[src/design/wcssd_pkg.sv]
// Shared types and constants of the weighted channel SSD distance block.
package wcssd_pkg;

   localparam int unsigned NUM_CH     = 3;
   localparam int unsigned CH_W       = 2;
   localparam int unsigned SAMPLE_W   = 8;
   localparam int unsigned SQ_W       = 2 * SAMPLE_W;
   localparam int unsigned SUM_W      = 40;
   localparam int unsigned COUNT_W    = 18;
   localparam int unsigned MAX_PIXELS = 131072;
   localparam int unsigned DIST_W     = 24;
   localparam int unsigned ROOT_W     = 32;
   localparam int unsigned REM_W      = ROOT_W + 2;
   localparam int unsigned WSUM_W     = ROOT_W + 3;
   localparam int unsigned DQ_W       = WSUM_W + 4;
   localparam int unsigned DEN_W      = COUNT_W + 2;
   localparam int unsigned STEP_W     = 6;
   localparam int unsigned SQRT_STEPS = ROOT_W;
   localparam int unsigned DIV_STEPS  = DQ_W;

   localparam logic [DIST_W-1:0] DIST_MAX = DIST_W'(16711680);

   typedef logic [SAMPLE_W-1:0] sample_type;
   typedef logic [SUM_W-1:0]    sum_type;

   typedef struct packed {
      sample_type [NUM_CH-1:0] first;
      sample_type [NUM_CH-1:0] second;
   } pixel_type;

   typedef struct packed {
      logic update;
      logic clear;
   } accum_ctl_type;

   typedef struct packed {
      logic             ge;
      logic [REM_W-1:0] diff;
   } subcmp_type;

endpackage

[src/design/wcssd_subcmp.sv]
// Shared compare-subtract unit for the root and division steps.
module wcssd_subcmp (
   input  logic [wcssd_pkg::REM_W-1:0] a,
   input  logic [wcssd_pkg::REM_W-1:0] b,
   output wcssd_pkg::subcmp_type       res
);
   import wcssd_pkg::*;

   logic [REM_W:0] wide_diff;

   assign wide_diff = {1'b0, a} - {1'b0, b};
   assign res.ge    = ~wide_diff[REM_W];
   assign res.diff  = wide_diff[REM_W-1:0];

endmodule

[src/design/wcssd_accum.sv]
// Per-channel squared-difference accumulators and pixel counter.
module wcssd_accum (
   input  logic                                clock,
   input  logic                                reset,
   input  wcssd_pkg::accum_ctl_type            ctl,
   input  wcssd_pkg::pixel_type                pixel,
   output wcssd_pkg::sum_type [wcssd_pkg::NUM_CH-1:0] sums,
   output logic [wcssd_pkg::COUNT_W-1:0]       count
);
   import wcssd_pkg::*;

   sum_type [NUM_CH-1:0] sums_ff, sums_in;
   logic [COUNT_W-1:0]   count_ff;
   logic                 room;
   sample_type           diff [NUM_CH];
   logic [SQ_W-1:0]      sq   [NUM_CH];

   assign room = count_ff < COUNT_W'(MAX_PIXELS);

   always_comb begin
      for (int c = 0; c < NUM_CH; c++) begin
         diff[c] = (pixel.first[c] >= pixel.second[c]) ?
                   (pixel.first[c] - pixel.second[c]) :
                   (pixel.second[c] - pixel.first[c]);
         sq[c]      = diff[c] * diff[c];
         sums_in[c] = sums_ff[c] + SUM_W'(sq[c]);
      end
   end

   always_ff @(posedge clock) begin
      if (reset || ctl.clear) begin
         sums_ff  <= '0;
         count_ff <= '0;
      end else if (ctl.update && room) begin
         sums_ff  <= sums_in;
         count_ff <= count_ff + COUNT_W'(1);
      end
   end

   assign sums  = sums_ff;
   assign count = count_ff;

`ifndef ASSERT_OFF
   a_count_bound: assert property (@(posedge clock) disable iff (reset)
      count_ff <= COUNT_W'(MAX_PIXELS))
      else $error("pixel count beyond limit");
   a_sums_hold: assert property (@(posedge clock) disable iff (reset)
      (!ctl.update && !ctl.clear) |=> $stable(sums_ff))
      else $error("sums changed without a request");
   a_clear: assert property (@(posedge clock) disable iff (reset)
      ctl.clear |=> (count_ff == '0 && sums_ff == '0))
      else $error("accumulators not cleared");
`endif

endmodule

[src/design/wcssd_eval.sv]
// Sequencer for per-channel roots, weighted sum, division and result register.
module wcssd_eval (
   input  logic                                       clock,
   input  logic                                       reset,
   input  logic                                       start,
   input  wcssd_pkg::sum_type [wcssd_pkg::NUM_CH-1:0] sums,
   input  logic [wcssd_pkg::COUNT_W-1:0]              count,
   input  logic                                       rsp_ready,
   output logic                                       idle,
   output logic                                       clear,
   output logic                                       rsp_valid,
   output logic [wcssd_pkg::DIST_W-1:0]               rsp_distance_q16,
   output logic [wcssd_pkg::COUNT_W-1:0]              rsp_pixels_seen
);
   import wcssd_pkg::*;

   typedef enum logic [2:0] {
      ST_IDLE,
      ST_LOAD,
      ST_ROOT,
      ST_NEXT,
      ST_DIV,
      ST_DONE
   } state_type;

   state_type          state_ff, state_in;
   logic [CH_W-1:0]    ch_ff, ch_in;
   logic [STEP_W-1:0]  iter_ff, iter_in;
   sum_type            s_ff, s_in;
   logic [REM_W-1:0]   rem_ff, rem_in;
   logic [ROOT_W-1:0]  root_ff, root_in;
   logic [WSUM_W-1:0]  w_ff, w_in;
   logic [DQ_W-1:0]    dq_ff, dq_in;
   logic [DEN_W-1:0]   den_ff, den_in;
   logic               rsp_valid_ff, rsp_valid_in;
   logic [DIST_W-1:0]  dist_ff, dist_in;
   logic [COUNT_W-1:0] seen_ff, seen_in;

   logic [REM_W-1:0]   op_a, op_b;
   subcmp_type         unit;
   logic [WSUM_W-1:0]  weighted;
   logic [WSUM_W-1:0]  w_sum;
   logic               out_free;

   wcssd_subcmp u_subcmp (
      .a   (op_a),
      .b   (op_b),
      .res (unit)
   );

   assign out_free = !rsp_valid_ff || rsp_ready;
   assign weighted = (ch_ff == CH_W'(NUM_CH - 1)) ? WSUM_W'(root_ff) :
                     WSUM_W'({root_ff, 1'b0});
   assign w_sum    = w_ff + weighted;

   always_comb begin
      unique case (state_ff)
         ST_ROOT: begin
            op_a = {rem_ff[REM_W-3:0], s_ff[SUM_W-1 -: 2]};
            op_b = {root_ff, 2'b01};
         end
         ST_DIV: begin
            op_a = REM_W'({rem_ff[DEN_W-1:0], dq_ff[DQ_W-1]});
            op_b = REM_W'(den_ff);
         end
         default: begin
            op_a = '0;
            op_b = '0;
         end
      endcase
   end

   always_comb begin
      state_in     = state_ff;
      ch_in        = ch_ff;
      iter_in      = iter_ff;
      s_in         = s_ff;
      rem_in       = rem_ff;
      root_in      = root_ff;
      w_in         = w_ff;
      dq_in        = dq_ff;
      den_in       = den_ff;
      rsp_valid_in = rsp_valid_ff && !rsp_ready;
      dist_in      = dist_ff;
      seen_in      = seen_ff;
      clear        = 1'b0;
      unique case (state_ff)
         ST_IDLE: begin
            if (start) begin
               ch_in    = '0;
               w_in     = '0;
               state_in = ST_LOAD;
            end
         end
         ST_LOAD: begin
            s_in     = sums[ch_ff];
            rem_in   = '0;
            root_in  = '0;
            iter_in  = '0;
            den_in   = DEN_W'({count, 2'b00}) + DEN_W'(count);
            state_in = ST_ROOT;
         end
         ST_ROOT: begin
            rem_in  = unit.ge ? unit.diff : op_a;
            root_in = {root_ff[ROOT_W-2:0], unit.ge};
            s_in    = {s_ff[SUM_W-3:0], 2'b00};
            iter_in = iter_ff + STEP_W'(1);
            if (iter_ff == STEP_W'(SQRT_STEPS - 1)) begin
               state_in = ST_NEXT;
            end
         end
         ST_NEXT: begin
            w_in = w_sum;
            if (ch_ff == CH_W'(NUM_CH - 1)) begin
               dq_in    = {w_sum, 4'b0000};
               rem_in   = '0;
               iter_in  = '0;
               state_in = ST_DIV;
            end else begin
               ch_in    = ch_ff + CH_W'(1);
               state_in = ST_LOAD;
            end
         end
         ST_DIV: begin
            rem_in  = unit.ge ? unit.diff : op_a;
            dq_in   = {dq_ff[DQ_W-2:0], unit.ge};
            iter_in = iter_ff + STEP_W'(1);
            if (iter_ff == STEP_W'(DIV_STEPS - 1)) begin
               state_in = ST_DONE;
            end
         end
         ST_DONE: begin
            if (out_free) begin
               rsp_valid_in = 1'b1;
               dist_in      = (dq_ff > DQ_W'(DIST_MAX)) ? DIST_MAX : dq_ff[DIST_W-1:0];
               seen_in      = count;
               clear        = 1'b1;
               state_in     = ST_IDLE;
            end
         end
         default: begin
            state_in = ST_IDLE;
         end
      endcase
   end

   always_ff @(posedge clock) begin
      if (reset) begin
         state_ff     <= ST_IDLE;
         rsp_valid_ff <= 1'b0;
      end else begin
         state_ff     <= state_in;
         rsp_valid_ff <= rsp_valid_in;
      end
      ch_ff   <= ch_in;
      iter_ff <= iter_in;
      s_ff    <= s_in;
      rem_ff  <= rem_in;
      root_ff <= root_in;
      w_ff    <= w_in;
      dq_ff   <= dq_in;
      den_ff  <= den_in;
      dist_ff <= dist_in;
      seen_ff <= seen_in;
   end

   assign idle             = (state_ff == ST_IDLE);
   assign rsp_valid        = rsp_valid_ff;
   assign rsp_distance_q16 = dist_ff;
   assign rsp_pixels_seen  = seen_ff;

`ifndef ASSERT_OFF
   a_div_rem: assert property (@(posedge clock) disable iff (reset)
      (state_ff == ST_DIV) |-> (rem_ff < REM_W'(den_ff)))
      else $error("division remainder not below divisor");
   a_dist_bound: assert property (@(posedge clock) disable iff (reset)
      rsp_valid_ff |-> (dist_ff <= DIST_MAX))
      else $error("distance beyond saturation limit");
   a_load_src: assert property (@(posedge clock) disable iff (reset)
      $rose(rsp_valid_ff) |-> $past(state_ff == ST_DONE))
      else $error("result loaded outside completion");
`endif

endmodule

[src/design/weighted_channel_ssd_distance.sv]
// Top level of the weighted channel SSD distance block.
//
//   channel  ports  direction  payload
//   request  req_   in         two 3-channel 8-bit pixels, last_pixel flag
//   result   rsp_   out        distance_q16 (Q8.16), pixels_seen
//
// Pixel pairs are taken one per cycle while the block is idle.
// A request marked last starts evaluation: ready stays low through three
// 32-step roots, each with a load and a weighting state, a 39-step division
// and a completion state; the roots and the division share the single
// compare-subtract unit.
// The result register frees the request side; a finished evaluation waits
// until that register is free. Reset is synchronous and clears sums and count.
module weighted_channel_ssd_distance (
   input  logic                                clock,
   input  logic                                reset,
   input  logic                                req_valid,
   output logic                                req_ready,
   input  logic [wcssd_pkg::SAMPLE_W-1:0]      req_first_ch0,
   input  logic [wcssd_pkg::SAMPLE_W-1:0]      req_first_ch1,
   input  logic [wcssd_pkg::SAMPLE_W-1:0]      req_first_ch2,
   input  logic [wcssd_pkg::SAMPLE_W-1:0]      req_second_ch0,
   input  logic [wcssd_pkg::SAMPLE_W-1:0]      req_second_ch1,
   input  logic [wcssd_pkg::SAMPLE_W-1:0]      req_second_ch2,
   input  logic                                req_last_pixel,
   output logic                                rsp_valid,
   input  logic                                rsp_ready,
   output logic [wcssd_pkg::DIST_W-1:0]        rsp_distance_q16,
   output logic [wcssd_pkg::COUNT_W-1:0]       rsp_pixels_seen
);
   import wcssd_pkg::*;

   pixel_type            pixel;
   accum_ctl_type        ctl;
   sum_type [NUM_CH-1:0] sums;
   logic [COUNT_W-1:0]   count;
   logic                 accept;
   logic                 idle;
   logic                 clear;

   assign pixel.first  = {req_first_ch2, req_first_ch1, req_first_ch0};
   assign pixel.second = {req_second_ch2, req_second_ch1, req_second_ch0};

   assign req_ready  = idle;
   assign accept     = req_valid && idle;
   assign ctl.update = accept;
   assign ctl.clear  = clear;

   wcssd_accum u_accum (
      .clock (clock),
      .reset (reset),
      .ctl   (ctl),
      .pixel (pixel),
      .sums  (sums),
      .count (count)
   );

   wcssd_eval u_eval (
      .clock            (clock),
      .reset            (reset),
      .start            (accept && req_last_pixel),
      .sums             (sums),
      .count            (count),
      .rsp_ready        (rsp_ready),
      .idle             (idle),
      .clear            (clear),
      .rsp_valid        (rsp_valid),
      .rsp_distance_q16 (rsp_distance_q16),
      .rsp_pixels_seen  (rsp_pixels_seen)
   );

endmodule
[config.mk]
export PLATFORM = sky130hd
export DESIGN_NAME = weighted_channel_ssd_distance
export DESIGN_NICKNAME = d
export VERILOG_FILES = /design/src/design/wcssd_pkg.sv /design/src/design/wcssd_subcmp.sv /design/src/design/wcssd_accum.sv /design/src/design/wcssd_eval.sv /design/src/design/weighted_channel_ssd_distance.sv
export SDC_FILE = /design/constraint.sdc
export NUM_CORES = 1
export LEC_CHECK = 0
export ABC_CLOCK_PERIOD_IN_PS = 16100
export BUFFER_PORTS_ARGS = -buffer_cell sky130_fd_sc_hd__buf_4
export CORE_ASPECT_RATIO = 0.9
export CORE_UTILIZATION = 60
export CTS_BUF_LIST = sky130_fd_sc_hd__clkbuf_16
export DETAILED_ROUTE_END_ITERATION = 6
export PLACE_DENSITY_LB_ADDON = 0.3
export SLEW_MARGIN = 0
export SYNTH_ARGS = -nofsm -noshare
export SYNTH_HDL_FRONTEND = slang
export SYNTH_SLANG_ARGS = --single-unit
[constraint.sdc]
create_clock -name clock -period 16.1 [get_ports clock]
set_clock_uncertainty 0.1 [all_clocks]
set_input_delay 1.61 -clock clock [delete_from_list [all_inputs] [get_ports clock]]
set_output_delay 1.61 -clock clock [all_outputs]
set_load 0.05 [all_outputs]
==> results of run 1 <==
[per-layer routing]
layer / wire length [um] / up-vias
met4: 973 / 0
met2: 31200 / 723
li1: - / 11500
met5: 0 / -
met1: 33300 / 11500
met3: 4750 / 80
[registers in the layout, summed over array words and instances (netlist names)]
name and flops:
u_accum.sums 120, u_eval.s_ff 40, u_eval.w_ff 35, u_eval.ch_ff 2
u_eval.rsp_pixels_seen 18, u_eval.state_ff 3, u_eval.rsp_valid 1, u_eval.iter_ff 6
u_eval.den_ff 20, u_eval.root_ff 32, u_eval.rem_ff 32, u_accum.count 18
u_eval.rsp_distance_q16 24, u_eval.dq_ff 39
[cells in the mapped netlist (all sizes together), types with 6 or more instances]
library cell  count
nor2            349
inv             338
a21oi           313
ha              263
nand2           255
edfxtp          248
dfxtp           142
xnor2           124
fa              120
clkbuf          102
o21ai           100
mux2i            78
and3             69
a21o             65
xor2             57
nor3             55
nand3            54
and2             41
mux2             36
or3              33
a211oi           31
nor2b            30
o21a             29
nand2b           28
or2              28
nand4            24
buf              20
a22o             19
o21bai           18
a31oi            17
nor4             17
a21boi           14
o211ai           14
o31ai            14
nor3b            13
and4             10
a2111oi           9
a211o             8
nand3b            6
[critical path, delay by kind of cell]
family	cells	cell delay [ns]
compound gates	12	3.28
fa+ha+maj	7	2.67
mux	2	0.60
buf+inv	6	0.58
simple gates	2	0.46
xor+xnor	1	0.24
[worst paths after layout]
check	start	to	slack (ns)
worst max-delay path	req_first_ch0[0]	u_accum.sums[39]	7.07
worst min-delay path	u_accum.sums[40]	u_accum.sums[40]	0.38
worst max register to register	u_eval.state_ff[1]	u_eval.rem_ff[31]	9.96
worst min register to register	u_accum.sums[40]	u_accum.sums[40]	0.38
[stage by stage]
| step | setup WS (ns) | util |
|---|---|---|
| 2_1_floorplan | 7.64 | - |
| 3_3_place_gp | 6.81 | 0.635 |
| 3_5_place_dp | 6.66 | 0.635 |
| 4_1_cts | 7.19 | 0.663 |
| 5_1_grt | 6.49 | 0.663 |
| 6_report | 7.07 | 0.663 |
[logic make-up (layout without fill, tap and decap cells)]
family / Yosys count / after routing / share of synthesized area
other: 0 / 1 / 0
AO/OA/AOI/OAI: 708 / 708 / 0.151
buffers and inverters: 460 / 541 / 0.0584
flip-flops: 390 / 390 / 0.344
XOR/XNOR: 181 / 181 / 0.0537
adder cells (fa/ha/maj): 383 / 383 / 0.190
AND/OR/NAND/NOR: 1026 / 1026 / 0.163
multiplexers: 114 / 114 / 0.0398
[layout make-up]
type                            instances  area (um^2)  share of cell area
Tap cell                              632          791              0.0243
Inverter                              338         1270              0.0389
Clock inverter                         37          248             0.00760
Clock buffer                           45         1130              0.0346
Antenna cell                            1         2.50           0.0000768
Sequential cell                       390        10300               0.316
Timing Repair Buffer                  121          908              0.0279
Multi-Input combinational cell       2412        17900               0.551
[cells in the final DEF, fill, tap and decap left out, types with 95 or more instances in the layout]
| cell type | synthesis | final |
|---|---|---|
| fa_1 | 120 | 120 |
| nand2_1 | 255 | 253 |
| dfxtp_1 | 142 | 142 |
| ha_1 | 263 | 263 |
| edfxtp_1 | 248 | 248 |
| buf_4 | 0 | 121 |
| nor2_1 | 347 | 342 |
| o21ai_0 | 96 | 95 |
| a21oi_1 | 311 | 310 |
| xnor2_1 | 122 | 122 |
| inv_1 | 338 | 348 |
==> run summary, run 1 <==
Most used DFF post-synth - edfxtp_1
Num CTS Buffers - 44
Synth area leaders - edfxtp_1 (25%), ha_1 (11%), dfxtp_1 (9.5%)
WL/cell - 17.7 um
Finished Layout Cells - 3976
Synthesized cell area - 0.0299 mm^2
Hold Buf Count CTS - 0
Die height - 214 um
Syn Inst Count - 3262
Max-slew violation count - 0
RSZ-0062 raised after global routing - no
Peak fanout along the critical path - 10
Remaining global-route overflow - 0
Top-area cell type share of the netlist area - 0.249
Crit path DAT - 9.44 ns
Starting Density - 0.609
Die X - 237 um
Max incr delay on CP - 0.57 ns
Cell variety after synth - 98
Antenna viol nets, final - 0
Flops & latches, synth - 390
Endpoints failing hold - 0
Worst hold path type - register to register
Slew @ Worst Pin - 1.18 ns
DP HPWL - 51400 um
First-iteration detailed-routing DRC count - 1845
Worst hold slack - 0.382 ns
WS Path Type - primary input to register
Post-synthesis area per instance - 9.18 um^2
Layout cell share with drive strength beyond 1 - 0.0876
First-pass GRT wire length - 116000 um
R2R cell count - 16
H-tree depth - 2
Slowest CP cell - fa_1
Vias in the first global route - 23200
Count of final setup violators - 0
Met2 GRT Util - 0.435
Overall routing resource usage - 0.278
Most crowded layer after global routing - met2
Nets@finish - 3743
Met3 usage - 0.0394
DR vias - 23800
Post-synth top area cell - edfxtp_1
Vias per std cell - 5.99
CTS clk-pin slew, worst paths - 0.06 ns
Residual DRC - 0
I/O Buffers - 96
Placed Cells - 3893
Number of synthesized flops with an enable pin - 248
Die area - 0.0508 mm^2
M1 GR Usage - 0.413
CP dominant cell by count - inv_1
Setup Fix Bufs, Post-CTS - 0
Dpl cell area - 0.0312 mm^2
Maximum clock frequency - 111 MHz
Initial antenna violation count - 0
Clock Tree Buf Depth - 3
Crit path required time - 16.51 ns
Design Area, Final - 0.0326 mm^2
CTS Root Buffer Type - clkbuf_16
Post-Syn Nets - 3698
Synthesis Warnings - 0
Core area - 0.0491 mm^2
Fillers - 3858
Worst skew pair latency - 0.59 ns
Post-CTS sizing - 0
Outcome - complete, no violations
Max-cap violation count - 0
CP Capture Type - register
Hold depth - 2
Fin crit share - 0.561
Tmin final - 9.03 ns
Synth-to-layout area growth - 8.85%
Final WL - 70200 um
RD Place Congestion - 0.941
Element type at the critical path start - primary input
Asr flop ratio synth - 0
CTS tree - yes
Std-Cell Rows - 77
Sequential-to-total area share from yosys stat - 0.344
Largest net degree at the start of global routing - 100
Clock tree sinks - 390
Fin Setup TNS - 0 ns
1st-pass router iterations - 7
Slew Limit Headroom - 0.211
Boundary pin count - 97
Power of run 1 is left out: the tool's default activity adds up to more than one toggle a clock period on the data nets, which glitch-free logic cannot reach.
==> run 2, diff against run 1 <==
--- a/config.mk
+++ b/config.mk
@@ -5,10 +5,11 @@
 export SDC_FILE = /design/constraint.sdc
 export NUM_CORES = 1
 export LEC_CHECK = 0
-export ABC_CLOCK_PERIOD_IN_PS = 16100
+export ABC_AREA = 1
+export ABC_CLOCK_PERIOD_IN_PS = 8300
 export BUFFER_PORTS_ARGS = -buffer_cell sky130_fd_sc_hd__buf_4
 export CORE_ASPECT_RATIO = 0.9
-export CORE_UTILIZATION = 60
+export CORE_UTILIZATION = 58
 export CTS_BUF_LIST = sky130_fd_sc_hd__clkbuf_16
 export DETAILED_ROUTE_END_ITERATION = 6
 export PLACE_DENSITY_LB_ADDON = 0.3
==> constraint.sdc (replaced) <==
create_clock -name clock -period 8.3 [get_ports clock]
set_clock_uncertainty 0.1 [all_clocks]
set_input_delay 0.83 -clock clock [delete_from_list [all_inputs] [get_ports clock]]
set_output_delay 0.83 -clock clock [all_outputs]
set_load 0.05 [all_outputs]
==> run 2 against run 1 <==
  * Register-to-register slack worse by 6.7 ns
  * Synthesized cell count is 40% higher
  * Setup slack worse by 5.1 ns
  * Non-clock buffer count is 7 lower
  * Die area is 14% higher
  * Sequential share of layout area is 2.8 points lower
  * Wire length is 20% higher
  * Global-route usage is 1.7 points higher
  * First-iteration DRC count is 13% higher
  * Final area is 9.7% higher
  * Via count is 24% higher
  * Worst hold slack worse by 0.0022 ns
  * Critical path type unchanged
==> run summary, run 2 <==
Outcome - complete, no violations
WL/cell - 15.5 um
Commonest non-fill, non-tap cell in the layout - nand2_1
Max FFs per register - 120
Final core occ - 0.640
CTS tree - yes
Initial antenna violation count - 0
Crit path DAT - 6.72 ns
XOR/XNOR Fraction of Synth Area - 0.0336
Vias in the first global route - 28300
Largest family of logic cells by synthesized area - simple AND/OR/NAND/NOR gates
Layout cell share with drive strength beyond 1 - 0.0499
Diode count - 0
Nets@finish - 5054
Post-Syn Nets - 5004
Crit path buffers/inverters - 9
Count leader, synth - nand2_1
DR vias - 29500
Area of the multi-input gates - 0.0191 mm^2
Flops & latches, synth - 390
CTS Root Buffer Type - clkbuf_16
RD Place Congestion - 0.996
Core area - 0.0558 mm^2
Met3 usage - 0.0411
Hold Buf Count CTS - 0
Die X - 253 um
Std-Cell Rows - 82
Compound-Gate Fraction of Synth Area - 0.115
Dpl cell area - 0.0343 mm^2
Endpoints failing hold - 0
Finished Layout Cells - 5409
Num CTS Buffers - 43
Worst skew pair latency - 0.61 ns
FF/Latch Area - 0.0103 mm^2
Fin Setup TNS - 0 ns
Tmin final - 6.34 ns
RSZ-0062 raised after global routing - no
Fin crit share - 0.764
Most crowded layer after global routing - met2
CTS clk-pin slew, worst paths - 0.06 ns
First-pass GRT wire length - 139000 um
CP Capture Type - register
Antenna viol nets, final - 0
Setup Fix Bufs, Post-CTS - 0
Die height - 228 um
Overall routing resource usage - 0.295
Post-synth top area cell - edfxtp_1
Boundary pin count - 97
Met2 GRT Util - 0.491
DP HPWL - 64600 um
Asr flop ratio synth - 0
Fillers - 5050
First-iteration detailed-routing DRC count - 2076
Placed Cells - 5329
Slowest CP cell - fa_1
Remaining global-route overflow - 0
Post-CTS sizing - 0
WS Path Type - primary input to register
Number of synthesized flops with an enable pin - 248
Vias per std cell - 5.46
Clock tree sinks - 390
Slew @ Worst Pin - 1.08 ns
Synthesis Warnings - 0
Top-area cell type share of the netlist area - 0.226
H-tree depth - 2
Residual DRC - 0
Max incr delay on CP - 0.53 ns
CP dominant cell by count - nand2_1
Slew Limit Headroom - 0.277
Maximum clock frequency - 158 MHz
Starting Density - 0.589
Simple-gate share of the synthesized area - 0.259
Max-slew violation count - 0
Crit path required time - 8.68 ns
Multiplexer share of the synthesized area - 0
Synthesized cell area - 0.0329 mm^2
Adder-cell share of the synthesized area - 0.173
Worst hold path type - register to register
Count of final setup violators - 0
Sequential-to-total area share from yosys stat - 0.313
Design Area, Final - 0.0357 mm^2
Peak fanout along the critical path - 9
Die area - 0.0577 mm^2
Final WL - 84100 um
Largest net degree at the start of global routing - 81
I/O Buffers - 96
Commonest non-fill, non-tap cells in the layout - nand2_1 (1056), inv_1 (809), nor2_1 (581)
Clock Tree Buf Depth - 3
Most used DFF post-synth - edfxtp_1
Max-cap violation count - 0
Post-synthesis area per instance - 7.20 um^2
M1 GR Usage - 0.385
Cell variety after synth - 51
1st-pass router iterations - 6
CP top delay family - adder cells
Top cells by count, synth - nand2_1 (1058), inv_1 (801), nor2_1 (583)
Synth area leaders - edfxtp_1 (23%), nand2_1 (12%), ha_1 (10%)
Synth-to-layout area growth - 8.68%
Syn Inst Count - 4568
Element type at the critical path start - primary input
run 2: changes by cell type in the layout (fill, tap and decap cells not counted), sizes merged, moves of 77 or more:
cell / delta
inv: +468
mux2i: -78
nand2: +813
nand3: +172
nor2: +239
o21ai: +164
xnor2: -77
run 2: final timing paths:
check                           slack [ns]               start  depth (start not counted)                 to
worst max-delay path                  1.96    req_first_ch1[0]                         34   u_accum.sums[78]
worst min-delay path                  0.38     u_accum.sums[1]                          2    u_accum.sums[1]
worst max register to register        3.28  u_eval.state_ff[1]                         15  u_eval.rem_ff[17]
worst min register to register        0.38     u_accum.sums[1]                          2    u_accum.sums[1]
run 2: layout make-up:
type                            instances  share of cell area
Multi-Input combinational cell       3261               0.536
Sequential cell                       390               0.288
Inverter                              808              0.0849
Clock buffer                           47              0.0329
Tap cell                              756              0.0265
Timing Repair Buffer                  114              0.0239
Clock inverter                         33             0.00805
run 2: stage by stage:
| stage | worst slack, ns | hold WS, ns |
|---|---|---|
| after floorplan | 2.19 | 0.348 |
| after global placement | 1.69 | 0.369 |
| after detailed placement | 1.47 | 0.372 |
| after CTS | 2.01 | 0.359 |
| after global routing | 1.42 | 0.381 |
| final | 1.96 | 0.380 |
run 2: per-layer routing:
layer | vias up | share of wire | wire length [um]
met5 | - | 0 | 0
met1 | 13700 | 0.43 | 36200
li1 | 14800 | - | -
met2 | 898 | 0.46 | 38900
met3 | 181 | 0.066 | 5530
met4 | 0 | 0.041 | 3450
run 2: cell families (layout without fill, tap and decap cells):
family          count (synthesis)  after routing
xor+xnor                      126            126
compound gates                691            691
buf+inv                       917           1002
simple gates                 2061           2061
flops                         390            390
fa+ha+maj                     383            383
run 2: worst min-delay path: stages (launching register included):
cell and delay (ns):
dfxtp_1 0.32, inv_1 0.06, a21oi_1 0.05
Power of run 2 is left out for the same reason.
